`config.mk`:
```
export PLATFORM = sky130hd
export DESIGN_NAME = icf_addr_gen
export DESIGN_NICKNAME = d
export VERILOG_FILES = /design/src/rtl/icf_pkg.sv /design/src/rtl/icf_addr_gen.sv
export SDC_FILE = /design/constraint.sdc
export NUM_CORES = 1
export LEC_CHECK = 0
export BUFFER_PORTS_ARGS = -buffer_cell sky130_fd_sc_hd__buf_4
export CORE_MARGIN = 2
export CORE_UTILIZATION = 44
export CTS_BUF_LIST = sky130_fd_sc_hd__clkbuf_8
export CTS_CLUSTER_DIAMETER = 80
export DETAILED_ROUTE_END_ITERATION = 12
export HOLD_SLACK_MARGIN = 0.06
export PLACE_DENSITY = 0.72
export SLEW_MARGIN = 25
export SYNTH_ARGS = -nofsm -noshare
export SYNTH_HDL_FRONTEND = slang
export SYNTH_SLANG_ARGS = --single-unit
```
`constraint.sdc`:
```
create_clock -name clk -period 7.16 [get_ports clk]
set_input_delay 0 -clock clk [delete_from_list [all_inputs] [get_ports clk]]
set_output_delay 0 -clock clk [all_outputs]
set_load 0.1 [all_outputs]
```
`src/rtl/icf_pkg.sv`:
```
// Shared constants, control struct and helper function of the interpolated comb filter.
`timescale 1ns / 1ps

package icf_pkg;

    localparam int ICF_BUFFER_DEPTH = 65536;
    localparam int ICF_SAMPLE_WIDTH = 24;
    localparam int ICF_DELAY_W      = 24;
    localparam int ICF_GAIN_W       = 18;
    localparam int ICF_FRAC_W       = 8;
    localparam int ICF_ROUND_SHIFT  = 23;
    localparam int ICF_STEP_W       = 4;

    localparam logic [ICF_DELAY_W-1:0] ICF_ONE_SAMPLE   = 24'd256;
    localparam logic [ICF_DELAY_W-1:0] ICF_MAXDEL_RESET = 24'd122880;
    localparam longint ICF_DELAY_MAX = 64'sd16777215;

    // Steps of the shared multiply-accumulate sequence
    localparam logic [ICF_STEP_W-1:0] MS_HX0   = 4'd0;
    localparam logic [ICF_STEP_W-1:0] MS_HX1   = 4'd1;
    localparam logic [ICF_STEP_W-1:0] MS_DIR   = 4'd2;
    localparam logic [ICF_STEP_W-1:0] MS_FWD   = 4'd3;
    localparam logic [ICF_STEP_W-1:0] MS_HY0   = 4'd4;
    localparam logic [ICF_STEP_W-1:0] MS_HY1   = 4'd5;
    localparam logic [ICF_STEP_W-1:0] MS_SUMY  = 4'd6;
    localparam logic [ICF_STEP_W-1:0] MS_FBK   = 4'd7;
    localparam logic [ICF_STEP_W-1:0] MS_ACCFB = 4'd8;

    typedef struct packed {
        logic                  run;
        logic                  ld0;
        logic                  ld1;
        logic [ICF_STEP_W-1:0] step;
    } icf_mac_ctrl_t;

    // Number of conditional subtractions needed to fold a delay into the ring span
    function automatic int icf_mod_steps(longint span);
        int n;
        n = 1;
        for (int k = 0; k < ICF_DELAY_W + 1; k++)
        begin
            if ((span << k) <= ICF_DELAY_MAX)
            begin
                n = k + 1;
            end
        end
        return n;
    endfunction

endpackage

```
`src/rtl/icf_addr_gen.sv`:
```
// Delay clamp, iterative fold into the ring span and interpolation address calculation.
`timescale 1ns / 1ps

module icf_addr_gen
    import icf_pkg::*;
#(
    parameter int BUFFER_DEPTH = ICF_BUFFER_DEPTH
)
(
    input  logic                            clk,
    input  logic                            rst_n,
    input  logic                            start,
    input  logic [ICF_DELAY_W-1:0]          delay,
    input  logic [ICF_DELAY_W-1:0]          max_delay,
    input  logic [$clog2(BUFFER_DEPTH)-1:0] wp,
    output logic                            done,
    output logic [$clog2(BUFFER_DEPTH)-1:0] rd_idx0,
    output logic [$clog2(BUFFER_DEPTH)-1:0] rd_idx1,
    output logic [ICF_FRAC_W-1:0]           frac
);

    localparam int     PTR_W     = $clog2(BUFFER_DEPTH);
    localparam int     CMP_W     = (PTR_W + ICF_FRAC_W + 1 > ICF_DELAY_W + 1) ?
                                   PTR_W + ICF_FRAC_W + 1 : ICF_DELAY_W + 1;
    localparam int     POS_W     = CMP_W + 1;
    localparam longint SPAN      = longint'(BUFFER_DEPTH) * 256;
    localparam int     MOD_STEPS = icf_mod_steps(SPAN);
    localparam int     CNT_W     = $clog2(MOD_STEPS + 1);

    localparam logic [CMP_W-1:0] SPAN_C   = CMP_W'(SPAN);
    localparam logic [CMP_W-1:0] DIV_INIT = CMP_W'(SPAN << (MOD_STEPS - 1));
    localparam logic [PTR_W-1:0] PTR_LAST = PTR_W'(BUFFER_DEPTH - 1);
    localparam logic [CNT_W-1:0] CNT_INIT = CNT_W'(MOD_STEPS - 1);

    logic                   run_reg, run_next;
    logic                   pend_reg, pend_next;
    logic                   done_reg, done_next;
    logic [CNT_W-1:0]       cnt_reg, cnt_next;
    logic [CMP_W-1:0]       rem_reg;
    logic [CMP_W-1:0]       div_reg;
    logic [PTR_W-1:0]       idx0_reg;
    logic [PTR_W-1:0]       idx1_reg;
    logic [ICF_FRAC_W-1:0]  frac_reg;

    logic [ICF_DELAY_W-1:0] d_lim;
    logic [ICF_DELAY_W-1:0] d_cl;
    logic [POS_W-1:0]       pos_sum;
    logic [POS_W-1:0]       pos_wrap;
    logic [PTR_W-1:0]       idx0;

    // Clamp to the maximum first, then raise to one sample
    always_comb
    begin
        d_lim = (delay > max_delay) ? max_delay : delay;
        d_cl  = (d_lim < ICF_ONE_SAMPLE) ? ICF_ONE_SAMPLE : d_lim;
    end

    // Read position behind the write pointer, one compare and subtract to wrap
    always_comb
    begin
        pos_sum  = {{(POS_W - PTR_W - ICF_FRAC_W){1'b0}}, wp, {ICF_FRAC_W{1'b0}}}
                 + {1'b0, SPAN_C} - {1'b0, rem_reg};
        pos_wrap = (pos_sum >= {1'b0, SPAN_C}) ? pos_sum - {1'b0, SPAN_C} : pos_sum;
        idx0     = pos_wrap[PTR_W+ICF_FRAC_W-1:ICF_FRAC_W];
    end

    always_comb
    begin
        run_next  = run_reg;
        pend_next = 1'b0;
        done_next = 1'b0;
        cnt_next  = cnt_reg;
        if (start)
        begin
            run_next = 1'b1;
            cnt_next = CNT_INIT;
        end
        else if (run_reg)
        begin
            if (cnt_reg == '0)
            begin
                run_next  = 1'b0;
                pend_next = 1'b1;
            end
            else
            begin
                cnt_next = cnt_reg - 1'b1;
            end
        end
        if (pend_reg)
        begin
            done_next = 1'b1;
        end
    end

    always_ff @(posedge clk or negedge rst_n)
    begin
        if (!rst_n)
        begin
            run_reg  <= 1'b0;
            pend_reg <= 1'b0;
            done_reg <= 1'b0;
            cnt_reg  <= '0;
        end
        else
        begin
            run_reg  <= run_next;
            pend_reg <= pend_next;
            done_reg <= done_next;
            cnt_reg  <= cnt_next;
        end
    end

    always_ff @(posedge clk)
    begin
        if (start)
        begin
            rem_reg <= {{(CMP_W - ICF_DELAY_W){1'b0}}, d_cl};
            div_reg <= DIV_INIT;
        end
        else if (run_reg)
        begin
            if (rem_reg >= div_reg)
            begin
                rem_reg <= rem_reg - div_reg;
            end
            div_reg <= div_reg >> 1;
        end
        if (pend_reg)
        begin
            idx0_reg <= idx0;
            idx1_reg <= (idx0 == PTR_LAST) ? '0 : idx0 + 1'b1;
            frac_reg <= pos_wrap[ICF_FRAC_W-1:0];
        end
    end

    assign done    = done_reg;
    assign rd_idx0 = idx0_reg;
    assign rd_idx1 = idx1_reg;
    assign frac    = frac_reg;

endmodule

```
**Word-level counts from Yosys, hierarchy flattened**

Index checks and enable logic that the tools add are counted.

- Word-level logic and storage cells: 41
- Input bits: 67
- Bits in registers: 94

- Eq/ne operators: 1
- Order comparisons: 4
- Reduce and logical (&&, ||, !) cells: 4
- Add/sub/neg operators: 6
- Muxes and demuxes: 16

Operator list:

| operator | count |
|---|---|
| $mux 24 | 6 |
| $add 24x25->26 const B | 1 |
| $ge 26x25->1 const B | 1 |
| $sub 26x25->26 | 1 |
| $ge 25x25->1 | 1 |
| $sub 25x25->25 | 1 |
| $gt 24x24->1 | 1 |
| $lt 24x9->1 const B | 1 |
| $sub 24x1->24 const B | 1 |
| $add 16x1->16 const B | 1 |
| $eq 16x16->1 const B | 1 |
| $mux 1 | 10 |
| $reduce_and 2->1 | 2 |
| $reduce_bool 2->1 | 2 |
| $sub 1x1->1 const B | 1 |

**Logic depth before layout (Yosys ltp)**

- Depth after elaboration: 5
- Depth in mapped cells: 13

**Least setup slack after synthesis**

Ideal clock, no wire load.

- Path type: register to register
- Start point: register rem_reg[4]
- End point: register rem_reg[0], enable pin
- Required time: 6780 ps
- Stages on the path, launching flop included: 11
- Setup slack: 4128 ps
- Arrival: 2653 ps
- Clock period less this slack: 3032 ps
- Cells stage by stage: edfxtp_1 -> ha_1 -> nand3_1 -> o21bai_1 -> a211oi_1 -> nor2_1 -> o21a_1 -> a31oi_1 -> nor2_1 -> o21bai_1 -> a21o_1

- Cells in the longest elaborated chain, start to end: 3

RTL lines:

| what | RTL line | source |
|---|---|---|
| from (decl) | icf_addr_gen.sv:39 | `logic [CMP_W-1:0] rem_reg;` |
| from (signal assigned) | icf_addr_gen.sv:118 | `rem_reg <= {{(CMP_W - ICF_DELAY_W){1'b0}}, d_cl};` |
| from (signal assigned) | icf_addr_gen.sv:125 | `rem_reg <= rem_reg - div_reg;` |
| $ge 25x25->1 | icf_addr_gen.sv:123 | `if (rem_reg >= div_reg)` |
| $reduce_bool 2->1 (no line) | n/a |  |
| $reduce_and 2->1 (no line) | n/a |  |

No other way between the ends.
A chain may end at the register's enable or synchronous reset.

**Worst setup path after layout**

- Start point: input max_delay[21]
- End point: register rem_reg[19], data pin

- Cells in the longest elaborated chain, start to end: 5

RTL lines:

| what | RTL line | source |
|---|---|---|
| from (decl) | icf_addr_gen.sv:14 | `input logic [ICF_DELAY_W-1:0] max_delay,` |
| $gt 24x24->1 | icf_addr_gen.sv:54 | `d_lim = (delay > max_delay) ? max_delay : delay;` |
| $mux 24 * | icf_addr_gen.sv:54 |  |
| $lt 24x9->1 | icf_addr_gen.sv:55 | `d_cl = (d_lim < ICF_ONE_SAMPLE) ? ICF_ONE_SAMPLE : d_lim;` |
| $mux 24 * | icf_addr_gen.sv:55 |  |
| $mux 24 * | icf_addr_gen.sv:116 | `if (start)` |

Mark *: on every way between the ends. The rest lies on a longest branch, timed or not.

==> metrics.md <==
| Metric | Value |
|---|---|
| Status | finished clean |
| Clock transition at the register clock pins on the worst setup and hold paths after CTS | 0.08 ns |
| RD Place Congestion | 0.8848 |
| Count of nets after finishing | 964 |
| Transition at the pin with the smallest max-transition slack | 0.8385 ns |
| Quantity of gates resized following cts | 0 |
| Max Transition Viols Final | 0 |
| Final sum of negative setup slack | 0 ns |
| Number of H-tree levels | 3 |
| Mapped cell area | 6787 µm² |
| Count of flip-flops with a built-in enable after synthesis | 64 |
| Distinct cells, synth | 67 |
| Die Y | 128.2 µm |
| Number of standard-cell rows in the floorplan | 45 |
| Final setup violation count | 0 |
| HPWL after detailed placement | 11550 µm |
| Final instance area | 8098 µm² |
| Antenna Diode Count | 0 |
| Clock Skews | 0.01675 ns |
| Relative slew slack | 0.4266 |
| Remaining Overflow, GRT | 0 |
| Flops & latches, synth | 93 |
| Total global-route track usage | 0.1834 |
| Total placed instance area | 7767 µm² |
| Clock root buffer | clkbuf_8 |
| Unrepaired setup endpoints after global routing | no |
| Via count of the first global-routing pass | 5164 |
| Total die area | 16430 µm² |
| Worst-case clock buffer depth | 2 |
| Cell taking the most area after synthesis | edfxtp_1 |
| Kind of start point of the critical path | input port |
| Total clock buffers created by CTS | 9 |
| Critical path required time | 7.24 ns |
| Ranking of synthesized cells by area | edfxtp_1, ha_1, mux2i_1 |
| Most common cell after layout, fill and taps aside | buf_4 |
| Net count after synthesis | 848 |
| Initial antenna violation count | 0 |
| Wire length of the first global-routing pass | 24600 µm |
| WL final | 14680 µm |
| Clock latency at the later pin of the worst-skew pair | 0.36 ns |
| Number of setup buffers added after CTS | 0 |
| Non-filler instance count after layout | 1023 |
| Max-cap violation count | 0 |
| Startpoint-to-endpoint class of the critical path | in2reg |
| Number of violations reported at the end of detailed-routing iteration 0 | 313 |
| Synth warn | 0 |
| Crit path arrival time | 3.76 ns |
| Min Tclk post-route | 3.678 ns |
| Final Hold Violating Endpoints | 0 |
| Total vias in the final route | 5400 |
| Routed Antenna Nets | 0 |
| Post-synth top area share | 0.2832 |
| Clock tree from TritonCTS | built |
| Synthesized netlist cell count | 714 |
| Routed length per placed instance | 14.35 µm |
| Part of the Yosys area used for sequential elements | 0.3709 |
| Initial cell density of the core | 0.4481 |
| Crit share post-route | 0.5136 |
| Maximum number of pins on one net before global-route repair | 74 |
| Layout area overhead | 19.32% |
| Top-level I/O count | 108 |
| Total power density per cell area | 295.9 nW/µm² |
| Post-CTS Hold Buffers | 16 |
| CTS sink cnt | 93 |
| Critical path fanouts, max | 15 |
| Count of buffers inserted at the top-level ports | 107 |
| First-pass DRT Iterations | 4 |
| Mean cell area of the mapped netlist | 9.505 µm² |
| Commonest non-fill, non-tap cells in the layout | buf_4, inv_1, nor2_1, ha_1, edfxtp_1 |
| Proportion of layout cells with a drive suffix above 1 | 0.1725 |
| Crit path capture type | flop |
| Share of synthesized flip-flops with an asynchronous set or reset | 0.03226 |
| Maximum clock frequency | 271.9 MHz |
| Largest vdd supply drop | 116.3 µV |
| Core area | 15150 µm² |
| Die X-Extent | 128.2 µm |
| Placed cell count | 990 |
| Pleak | 3.537 nW |
| Primary FF master, synth | edfxtp_1 |
| Via/cell ratio | 5.279 |
| Residual DRC count | 0 |
| Worst hold path class | in2reg |
[critical path, cell delays in order]
cell,delay [ns]
dlygate4sd3_1,0.53
buf_4,0.12
inv_1,0.04
ha_1,0.28
a21o_1,0.16
a21o_1,0.16
a21oi_1,0.14
o21ai_0,0.16
a2111oi_0,0.78
a21oi_4,0.33
buf_8,0.25
mux2i_1,0.18
dlygate4sd3_1,0.58
mux2i_1,0.07
[cell usage after synthesis, types with 11 or more instances]
library cell and number:
clkbuf_1 13, a211oi_1 12, dfxtp_1 26, nor2b_1 11, o21ai_0 17, a21oi_1 47
nand4_1 13, nor2_1 69, xnor2_1 30, xor2_1 22, mux2i_1 53, ha_1 66
inv_1 86, a21o_1 23, nand3_1 11, edfxtp_1 64, nand2_1 30
[stage by stage]
stage               setup slack, ns  hold WS [ns]  utilization  total power, W
floorplan                     4.128       -0.2956            -        0.001818
global placement              3.667       -0.2103       0.5128        0.002076
detailed placement            3.617       -0.2084       0.5128        0.002089
CTS                           3.579       0.06611       0.5336        0.002402
global route                  3.285       0.07844       0.5347        0.002563
finish                        3.482       0.08822       0.5347        0.002396
[routing by layer]
layer  vias up  part of all wire  track usage  wire (µm)
li1       2785                 -            -          -
met2       139              0.44       0.2897       6510
met3        10             0.043      0.02337        630
met1      2466              0.50       0.2649       7371
met4         0             0.012      0.04977        170
met5         -                 0            0          0
[final cells by class]
type	instances	area [µm²]
Inverter	86	322.8
Multi-Input combinational cell	514	3875
Fill cell	1421	7048
Clock buffer	9	123.9
Sequential cell	93	2517
Timing Repair Buffer	126	993.5
Clock inverter	7	30.03
Tap cell	188	235.2
[cell families after synthesis]
| family | count (synthesis) | share of synthesized area |
|---|---|---|
| AOI/OAI and AO/OA | 154 | 0.1536 |
| xor gates and xnor gates | 52 | 0.06711 |
| adders and majority gates | 67 | 0.1246 |
| buffers and inverters | 107 | 0.05992 |
| DFF | 93 | 0.3709 |
| muxes | 54 | 0.07983 |
| and+or+nand+nor | 187 | 0.1440 |
[worst paths after layout]
check	start	endpoint	slack, ns	depth (start not counted)
worst min register to register	pend_reg	done	0.38	0
min in group asynchronous	rst_n	done	0.53	3
worst max-delay path	max_delay[21]	rem_reg[19]	3.48	14
max in group asynchronous	rst_n	pend_reg	6.49	3
worst min-delay path	delay[14]	rem_reg[14]	0.09	3
worst max register to register	rem_reg[0]	rem_reg[22]	3.69	12
[where the power goes]
| group | internal (W) | switching (W) |
|---|---|---|
| logic | 0.000461 | 0.000860 |
| clock network | 0.000120 | 0.000181 |
| registers | 0.000721 | 0.0000527 |
Note: power is estimated with default switching activity, not from simulation.
