File: src/rtl/icf_pkg.sv
// Shared constants, control struct and helper function of the interpolated comb filter.
`timescale 1ns / 1ps

package icf_pkg;

    localparam int ICF_BUFFER_DEPTH = 65536;
    localparam int ICF_SAMPLE_WIDTH = 24;
    localparam int ICF_DELAY_W      = 24;
    localparam int ICF_GAIN_W       = 18;
    localparam int ICF_FRAC_W       = 8;
    localparam int ICF_ROUND_SHIFT  = 23;
    localparam int ICF_STEP_W       = 4;

    localparam logic [ICF_DELAY_W-1:0] ICF_ONE_SAMPLE   = 24'd256;
    localparam logic [ICF_DELAY_W-1:0] ICF_MAXDEL_RESET = 24'd122880;
    localparam longint ICF_DELAY_MAX = 64'sd16777215;

    // Steps of the shared multiply-accumulate sequence
    localparam logic [ICF_STEP_W-1:0] MS_HX0   = 4'd0;
    localparam logic [ICF_STEP_W-1:0] MS_HX1   = 4'd1;
    localparam logic [ICF_STEP_W-1:0] MS_DIR   = 4'd2;
    localparam logic [ICF_STEP_W-1:0] MS_FWD   = 4'd3;
    localparam logic [ICF_STEP_W-1:0] MS_HY0   = 4'd4;
    localparam logic [ICF_STEP_W-1:0] MS_HY1   = 4'd5;
    localparam logic [ICF_STEP_W-1:0] MS_SUMY  = 4'd6;
    localparam logic [ICF_STEP_W-1:0] MS_FBK   = 4'd7;
    localparam logic [ICF_STEP_W-1:0] MS_ACCFB = 4'd8;

    typedef struct packed {
        logic                  run;
        logic                  ld0;
        logic                  ld1;
        logic [ICF_STEP_W-1:0] step;
    } icf_mac_ctrl_t;

    // Number of conditional subtractions needed to fold a delay into the ring span
    function automatic int icf_mod_steps(longint span);
        int n;
        n = 1;
        for (int k = 0; k < ICF_DELAY_W + 1; k++)
        begin
            if ((span << k) <= ICF_DELAY_MAX)
            begin
                n = k + 1;
            end
        end
        return n;
    endfunction

endpackage

File: src/rtl/icf_mac.sv
// Shared multiplier with interpolation and output accumulators, rounding and saturation.
`timescale 1ns / 1ps

module icf_mac
    import icf_pkg::*;
#(
    parameter int SAMPLE_WIDTH = ICF_SAMPLE_WIDTH
)
(
    input  logic                         clk,
    input  icf_mac_ctrl_t                ctrl,
    input  logic [SAMPLE_WIDTH-1:0]      x_rdata,
    input  logic [SAMPLE_WIDTH-1:0]      y_rdata,
    input  logic [ICF_FRAC_W-1:0]        frac,
    input  logic signed [SAMPLE_WIDTH-1:0] sample,
    input  logic signed [ICF_GAIN_W-1:0] direct_gain,
    input  logic signed [ICF_GAIN_W-1:0] forward_gain,
    input  logic signed [ICF_GAIN_W-1:0] feedback_gain,
    output logic signed [SAMPLE_WIDTH-1:0] result
);

    localparam int AW    = SAMPLE_WIDTH + ICF_FRAC_W;
    localparam int PW    = AW + ICF_GAIN_W;
    localparam int ACC_W = PW + 2;
    localparam int WPAD  = ICF_GAIN_W - ICF_FRAC_W - 1;

    localparam logic signed [ACC_W-1:0] ROUND  = ACC_W'(1) <<< (ICF_ROUND_SHIFT - 1);
    localparam logic signed [ACC_W-1:0] SAT_HI = ACC_W'((64'sd1 <<< (SAMPLE_WIDTH - 1)) - 1);
    localparam logic signed [ACC_W-1:0] SAT_LO = -(ACC_W'(1) <<< (SAMPLE_WIDTH - 1));

    logic signed [SAMPLE_WIDTH-1:0] hx0_reg, hx1_reg, hy0_reg, hy1_reg;
    logic signed [PW-1:0]           mul_reg;
    logic signed [AW-1:0]           ip_reg;
    logic signed [ACC_W-1:0]        acc_reg;

    logic        [ICF_FRAC_W:0]     w0;
    logic signed [AW-1:0]           opa;
    logic signed [ICF_GAIN_W-1:0]   opb;
    logic signed [ACC_W-1:0]        mul_ext;
    logic signed [ACC_W-1:0]        shifted;

    always_comb
    begin
        w0 = 9'd256 - {1'b0, frac};
        case (ctrl.step)
            MS_HX0:
            begin
                opa = {{ICF_FRAC_W{hx0_reg[SAMPLE_WIDTH-1]}}, hx0_reg};
                opb = {{WPAD{1'b0}}, w0};
            end
            MS_HX1:
            begin
                opa = {{ICF_FRAC_W{hx1_reg[SAMPLE_WIDTH-1]}}, hx1_reg};
                opb = {{(WPAD + 1){1'b0}}, frac};
            end
            MS_DIR:
            begin
                opa = {{ICF_FRAC_W{sample[SAMPLE_WIDTH-1]}}, sample};
                opb = direct_gain;
            end
            MS_FWD:
            begin
                opa = ip_reg;
                opb = forward_gain;
            end
            MS_HY0:
            begin
                opa = {{ICF_FRAC_W{hy0_reg[SAMPLE_WIDTH-1]}}, hy0_reg};
                opb = {{WPAD{1'b0}}, w0};
            end
            MS_HY1:
            begin
                opa = {{ICF_FRAC_W{hy1_reg[SAMPLE_WIDTH-1]}}, hy1_reg};
                opb = {{(WPAD + 1){1'b0}}, frac};
            end
            MS_FBK:
            begin
                opa = ip_reg;
                opb = feedback_gain;
            end
            default:
            begin
                opa = '0;
                opb = '0;
            end
        endcase
    end

    assign mul_ext = {{(ACC_W - PW){mul_reg[PW-1]}}, mul_reg};

    always_ff @(posedge clk)
    begin
        if (ctrl.ld0)
        begin
            hx0_reg <= x_rdata;
            hy0_reg <= y_rdata;
        end
        if (ctrl.ld1)
        begin
            hx1_reg <= x_rdata;
            hy1_reg <= y_rdata;
        end
        mul_reg <= opa * opb;
        if (ctrl.run)
        begin
            case (ctrl.step)
                MS_HX1:   ip_reg  <= mul_reg[AW-1:0];
                MS_DIR:   ip_reg  <= ip_reg + mul_reg[AW-1:0];
                MS_FWD:   acc_reg <= (mul_ext <<< ICF_FRAC_W) + ROUND;
                MS_HY0:   acc_reg <= acc_reg + mul_ext;
                MS_HY1:   ip_reg  <= mul_reg[AW-1:0];
                MS_SUMY:  ip_reg  <= ip_reg + mul_reg[AW-1:0];
                MS_ACCFB: acc_reg <= acc_reg + mul_ext;
                default:  ;
            endcase
        end
    end

    // Floor shift then clip to the sample range
    always_comb
    begin
        shifted = acc_reg >>> ICF_ROUND_SHIFT;
        if (shifted > SAT_HI)
        begin
            result = SAT_HI[SAMPLE_WIDTH-1:0];
        end
        else if (shifted < SAT_LO)
        begin
            result = SAT_LO[SAMPLE_WIDTH-1:0];
        end
        else
        begin
            result = shifted[SAMPLE_WIDTH-1:0];
        end
    end

endmodule

File: config.mk
export PLATFORM = sky130hd
export DESIGN_NAME = icf_mac
export DESIGN_NICKNAME = d
export VERILOG_FILES = /design/src/rtl/icf_pkg.sv /design/src/rtl/icf_mac.sv
export SDC_FILE = /design/constraint.sdc
export NUM_CORES = 2
export LEC_CHECK = 0
export CORE_ASPECT_RATIO = 0.5
export CORE_MARGIN = 5
export CORE_UTILIZATION = 46
export DETAILED_ROUTE_END_ITERATION = 10
export DONT_BUFFER_PORTS = 1
export GPL_TIMING_DRIVEN = 0
export HOLD_SLACK_MARGIN = 0.06
export PLACE_DENSITY = 0.57
export SLEW_MARGIN = 10
export SYNTH_ARGS = -nofsm -noshare
export SYNTH_HDL_FRONTEND = slang
export SYNTH_SLANG_ARGS = --single-unit
File: constraint.sdc
create_clock -name clk -period 13.9 [get_ports clk]
set_clock_uncertainty 0.15 [all_clocks]
set_input_delay 1.39 -clock clk [delete_from_list [all_inputs] [get_ports clk]]
set_output_delay 1.39 -clock clk [all_outputs]
set_load 0.03 [all_outputs]
==> Word-level counts from Yosys, hierarchy flattened <==
Cells that the tools add are included.
{ "word_totals": {"word_cells": 38, "latch_bits": 0, "mem_bits_ro": 0, "output_inout_bits": 24, "ramBits": 0, "reg_bits": 230, "inputBits": 142, "mem_count": 0} }
{ "op_classes": {"magnitude_cmp": 2, "bitwise_logic": 0, "div": 0, "n_mux": 6, "add_sub_neg": 4, "shift": 0, "mul": 1, "n_reduce_logical": 10, "eq_ne": 8} }
{ "op_table": {"columns": ["operator", "count"], "rows": [
  ["one-hot mux 32 bit (6 select lines)", 1],
  ["one-hot mux 52 bit (2 select lines)", 1],
  ["one-hot mux 18 bit (5 select lines)", 1],
  ["one-hot mux 32 bit (2 select lines)", 1],
  ["adder 52 x 24 -> 52 bit (second input constant)", 1],
  ["adder 52 x 50 -> 52 bit", 1],
  ["multiplier 32 x 18 -> 50 bit", 1],
  ["2-to-1 mux 24 bit", 2],
  ["adder 32 bit", 1],
  ["greater-than comparator 29 x 24 -> 1 bit (second input constant)", 1],
  ["< comparator 29 x 24 -> 1 bit (second input constant)", 1],
  ["== test 4 x 3 -> 1 bit (second input constant)", 4],
  ["OR reduction 2 bit", 5],
  ["subtractor 9 x 8 -> 9 bit (first input constant)", 1],
  ["== test 4 x 2 -> 1 bit (second input constant)", 2],
  ["== test 4 x 1 -> 1 bit (second input constant)", 1],
  ["== test 4 bit (second input constant)", 1],
  ["zero test 4 bit", 1],
  ["AND reduction 2 bit", 2],
  ["nonzero test 2 bit", 2]
]} }

==> Logic depth before layout (Yosys ltp) <==
{ "depth": {"word_depth": 4, "ltp_mapped": 33, "ltp_nobuf": 31} }

==> Least setup slack after synthesis <==
No wires, ideal clock.
{ "synth_timing": {"kind": "input to register", "startpoint": "in ctrl[2] (netlist name)", "endpoint": "reg mul_reg[48]", "arrival_ns": 8.922, "stages": 28, "n_path_buf": 3, "required_time_ns": 13.623, "path_slack_ns": 4.701, "path_cell_list": "clkbuf_1 > clkbuf_1 > clkbuf_1 > mux2_2 > a222oi_1 > o21a_1 > nor2_1 > fa_1 > inv_1 > fa_1 > fa_1 > inv_1 > fa_1 > fa_1 > inv_1 > fa_1 > inv_1 > ha_1 > a21o_1 > a21o_2 > a211oi_2 > o22ai_2 > or4_4 > a41o_1 > and3_4 > o21ai_4 > o31ai_2 > xor2_1"} }
{ "synth_between": {"elab_chain_cells": 4, "elab_cells_between_ends": 13} }
{ "synth_rtl": {"columns": ["element", "line_no", "rtl"], "rows": [
  ["start, declared", "icf_mac.sv:11", "input icf_mac_ctrl_t ctrl,"],
  ["== test 4 x 2 -> 1 bit, or another cell as far along", "icf_mac.sv:45", "case (ctrl.step)"],
  ["OR reduction 2 bit (no line)", null, null],
  ["one-hot mux 32 bit (6 select lines) / one-hot mux 18 bit (5 select lines) (equally long branches)", "icf_mac.sv:45", null],
  ["multiplier 32 x 18 -> 50 bit (*)", "icf_mac.sv:103", "mul_reg <= opa * opb;"],
  ["end signal, assigned", "icf_mac.sv:103", null],
  ["end, declared", "icf_mac.sv:32", "logic signed [PW-1:0] mul_reg;"]
]} }
Every way passes the cells marked *; elsewhere a longest branch is shown, timed or not.
A chain may end at the register's enable or synchronous reset.

==> Final worst setup path <==
{ "layout_timing": {"startpoint": "in ctrl[2] (netlist name)", "endpoint": "reg mul_reg[49]"} }
Same word-level chain as after synthesis.

==> results.tsv <==
metric	value	unit
ys_seq_elements	230	
core_area	71500	um2
holdCritPathClass	reg -> reg	
crit_path_max_incr_delay	0.79	ns
htreeDepth	1	
gr-total-overflow	0	
layout_common_cells	inv_1 (667), fa_1 (555), nand2_1 (461)	
status	finished, final reports clean	
clock_latency	0.57	ns
synth_top_flop_cell	edfxtp_1	
critPathLaunch	ctrl[2]	
final_common_cell	inv_1	
vias_per_cell	5.71	
largest_reg_flops	52	
drt_first_pass_iters	8	
post_drt_wl_per_cell	25.1	um
fmax	0.0902	GHz
maxCapViolCount	0	
antenna_found_initial	6	
initial_core_util	0.467	
crit_path_start_kind	input pin	
fin_crit	11.08	ns
row_count	69	
die_h	200	um
syn-cell-area	33400	um2
drt_iter0_drc	2616	
required	14.23	ns
r2r-end	mul_reg[44]	
cts_made_buffers	25	
critPathTopFamily	buffers and inverters	
critPathCaptureType	flop	
postCtsResizedCells	0	
crit_path_end	mul_reg[49]	
cp_num_buf_inv	8	
tns	0	ns
cts_hold_buf	0	
area_growth	6.49	%
grt_pass1_wl	175	mm
clock_sinks	230	
clockRootBuffer	clkbuf_16	
wl	117	mm
die-area	78400	um2
powerDensity	120	nW/um2
timing.final.ws_setup	2.82	ns
grt_usage	0.298	
slew_headroom	0.0728	
dpl_worst_slack	2.53	ns
synthCells	3661	
cts_tree	done	
worst-path-stages	28	
detail-route-antenna-nets	0	
yosysSeqAreaShare	0.192	
place_congestion	0.999	
ys_warn_count	0	
remaining_drc_errors	0	
final_layout_size_suffix_gt1_frac	0.0345	
reg2reg_depth	28	
synth_area_per_cell	9.12	um2
crit_top_cell	fa_1	
drv_slew	0	
rr_startpoint	hx0_reg[23]	
synth_nets	4563	
setup-violations-final	0	
crit_slowest_cell	a21oi_1	
die_x	391	um
hold_violations	0	
yosys.cell_types.count	84	
via_count	26684	
pin_count	166	
p_leak	16.3	nW
io_buffers	0	
async_flop_share	0	
hpwlAfterDp	97.3	mm
rsz0062_at_grt	false	
ff2ff_setup_slack	5.05	ns
grt_pass1_vias	26980	
cts.reportedPaths.clkPinSlew	0.06	ns
synth_edf_count	180	
total_power	4.26	mW
grt_max_degree	49	
crit_arrival	11.41	ns
hold_ws	0.508	ns
cts_buffer_depth	3	
min_period_over_period	0.797	
critPathKind	in -> reg	
nets	4598	
max-vdd-ir-drop	89.7	uV
tightest_slew	1.39	ns
critical_path.max_fanout	10	
postCtsSetupRepairBufs	0	
## Yosys cell counts, drive strengths merged (16+ instances only)
| cell type | count | area share |
|---|---|---|
| o21ai | 152 | 0.023 |
| and4 | 16 | 0.0042 |
| a21o | 100 | 0.023 |
| edfxtp | 180 | 0.16 |
| dfxtp | 50 | 0.030 |
| mux2 | 21 | 0.0071 |
| a22oi | 36 | 0.0081 |
| o21bai | 21 | 0.0048 |
| nand2 | 461 | 0.052 |
| nand3 | 31 | 0.0046 |
| and2 | 18 | 0.0034 |
| or2 | 16 | 0.0030 |
| nand2b | 27 | 0.0051 |
| nor3 | 24 | 0.0037 |
| buf | 19 | 0.0024 |
| inv | 668 | 0.075 |
| ha | 205 | 0.077 |
| a31oi | 18 | 0.0034 |
| xnor2 | 107 | 0.028 |
| nor2 | 378 | 0.043 |
| a21oi | 139 | 0.021 |
| o21a | 35 | 0.0079 |
| fa | 555 | 0.33 |
| clkbuf | 130 | 0.015 |
| xor2 | 53 | 0.014 |
| nand4 | 39 | 0.0073 |
## worst reg2reg max path: cells and delay by family (launching register included)
kind            cells  cell delay [ns]
xor+xnor            1             0.26
buf+inv             6             0.91
mux                 1             0.14
simple gates        4             1.03
fa+ha+maj           7             3.40
compound gates      9             2.52
flops               1             0.35
## power breakdown
| group | leakage, nW | switching, mW | internal, mW |
|---|---|---|---|
| clock network | 0.402 | 0.295 | 0.374 |
| registers | 2.14 | 0.180 | 0.890 |
| logic | 13.8 | 1.59 | 0.929 |
| total | 16.3 | 2.07 | 2.19 |
## metal layers
| metal | track usage | wire (um) | vias up |
|---|---|---|---|
| met2 | 0.428 | 47700 | 1222 |
| met1 | 0.448 | 53300 | 13520 |
| li1 | - | - | 11755 |
| met5 | 0 | 46 | - |
| met3 | 0.0799 | 13100 | 179 |
| met4 | 0.0691 | 3260 | 8 |
## logic make-up after synthesis
| logic type | after synthesis | synth area share |
|---|---|---|
| AND/OR/NAND/NOR | 1066 | 0.138 |
| buffers and inverters | 820 | 0.0932 |
| adder cells (fa/ha/maj) | 760 | 0.410 |
| AO/OA/AOI/OAI | 601 | 0.117 |
| flip-flops | 230 | 0.192 |
| XOR/XNOR | 160 | 0.0420 |
| multiplexers | 24 | 0.00798 |
## metrics by stage
stage | instances | utilization | area (um2)
floorplan | 3661 | - | 33400
global placement | 4619 | 0.484 | 34600
detailed placement | 4627 | 0.486 | 34700
CTS | 4673 | 0.497 | 35500
global route | 4673 | 0.497 | 35500
finish | 4675 | 0.497 | 35500
## worst min-delay path by stage
| stage | from | endpoint | slack, ns | depth (start not counted) |
|---|---|---|---|---|
| 2_1_floorplan | mul_reg[10] | acc_reg[18] | 0.40 | 2 |
| 3_3_place_gp | acc_reg[0] | acc_reg[0] | 0.48 | 2 |
| 3_5_place_dp | acc_reg[0] | acc_reg[0] | 0.49 | 2 |
| 4_1_cts | acc_reg[0] | acc_reg[0] | 0.51 | 2 |
| 5_1_grt | acc_reg[0] | acc_reg[0] | 0.54 | 2 |
| 6_report | acc_reg[0] | acc_reg[0] | 0.51 | 2 |
## area by class of cell
type	instances	area [um2]
buffer	152	604
sequential	230	6410
multi-input combinational	2611	23900
clock inverter	11	77.6
timing repair buffer	8	98.8
tap	958	1200
inverter	668	2510
fill	6907	35900
antenna	2	5.00
clock buffer	35	737
No activity file was read; power rests on OpenSTA's default activity.
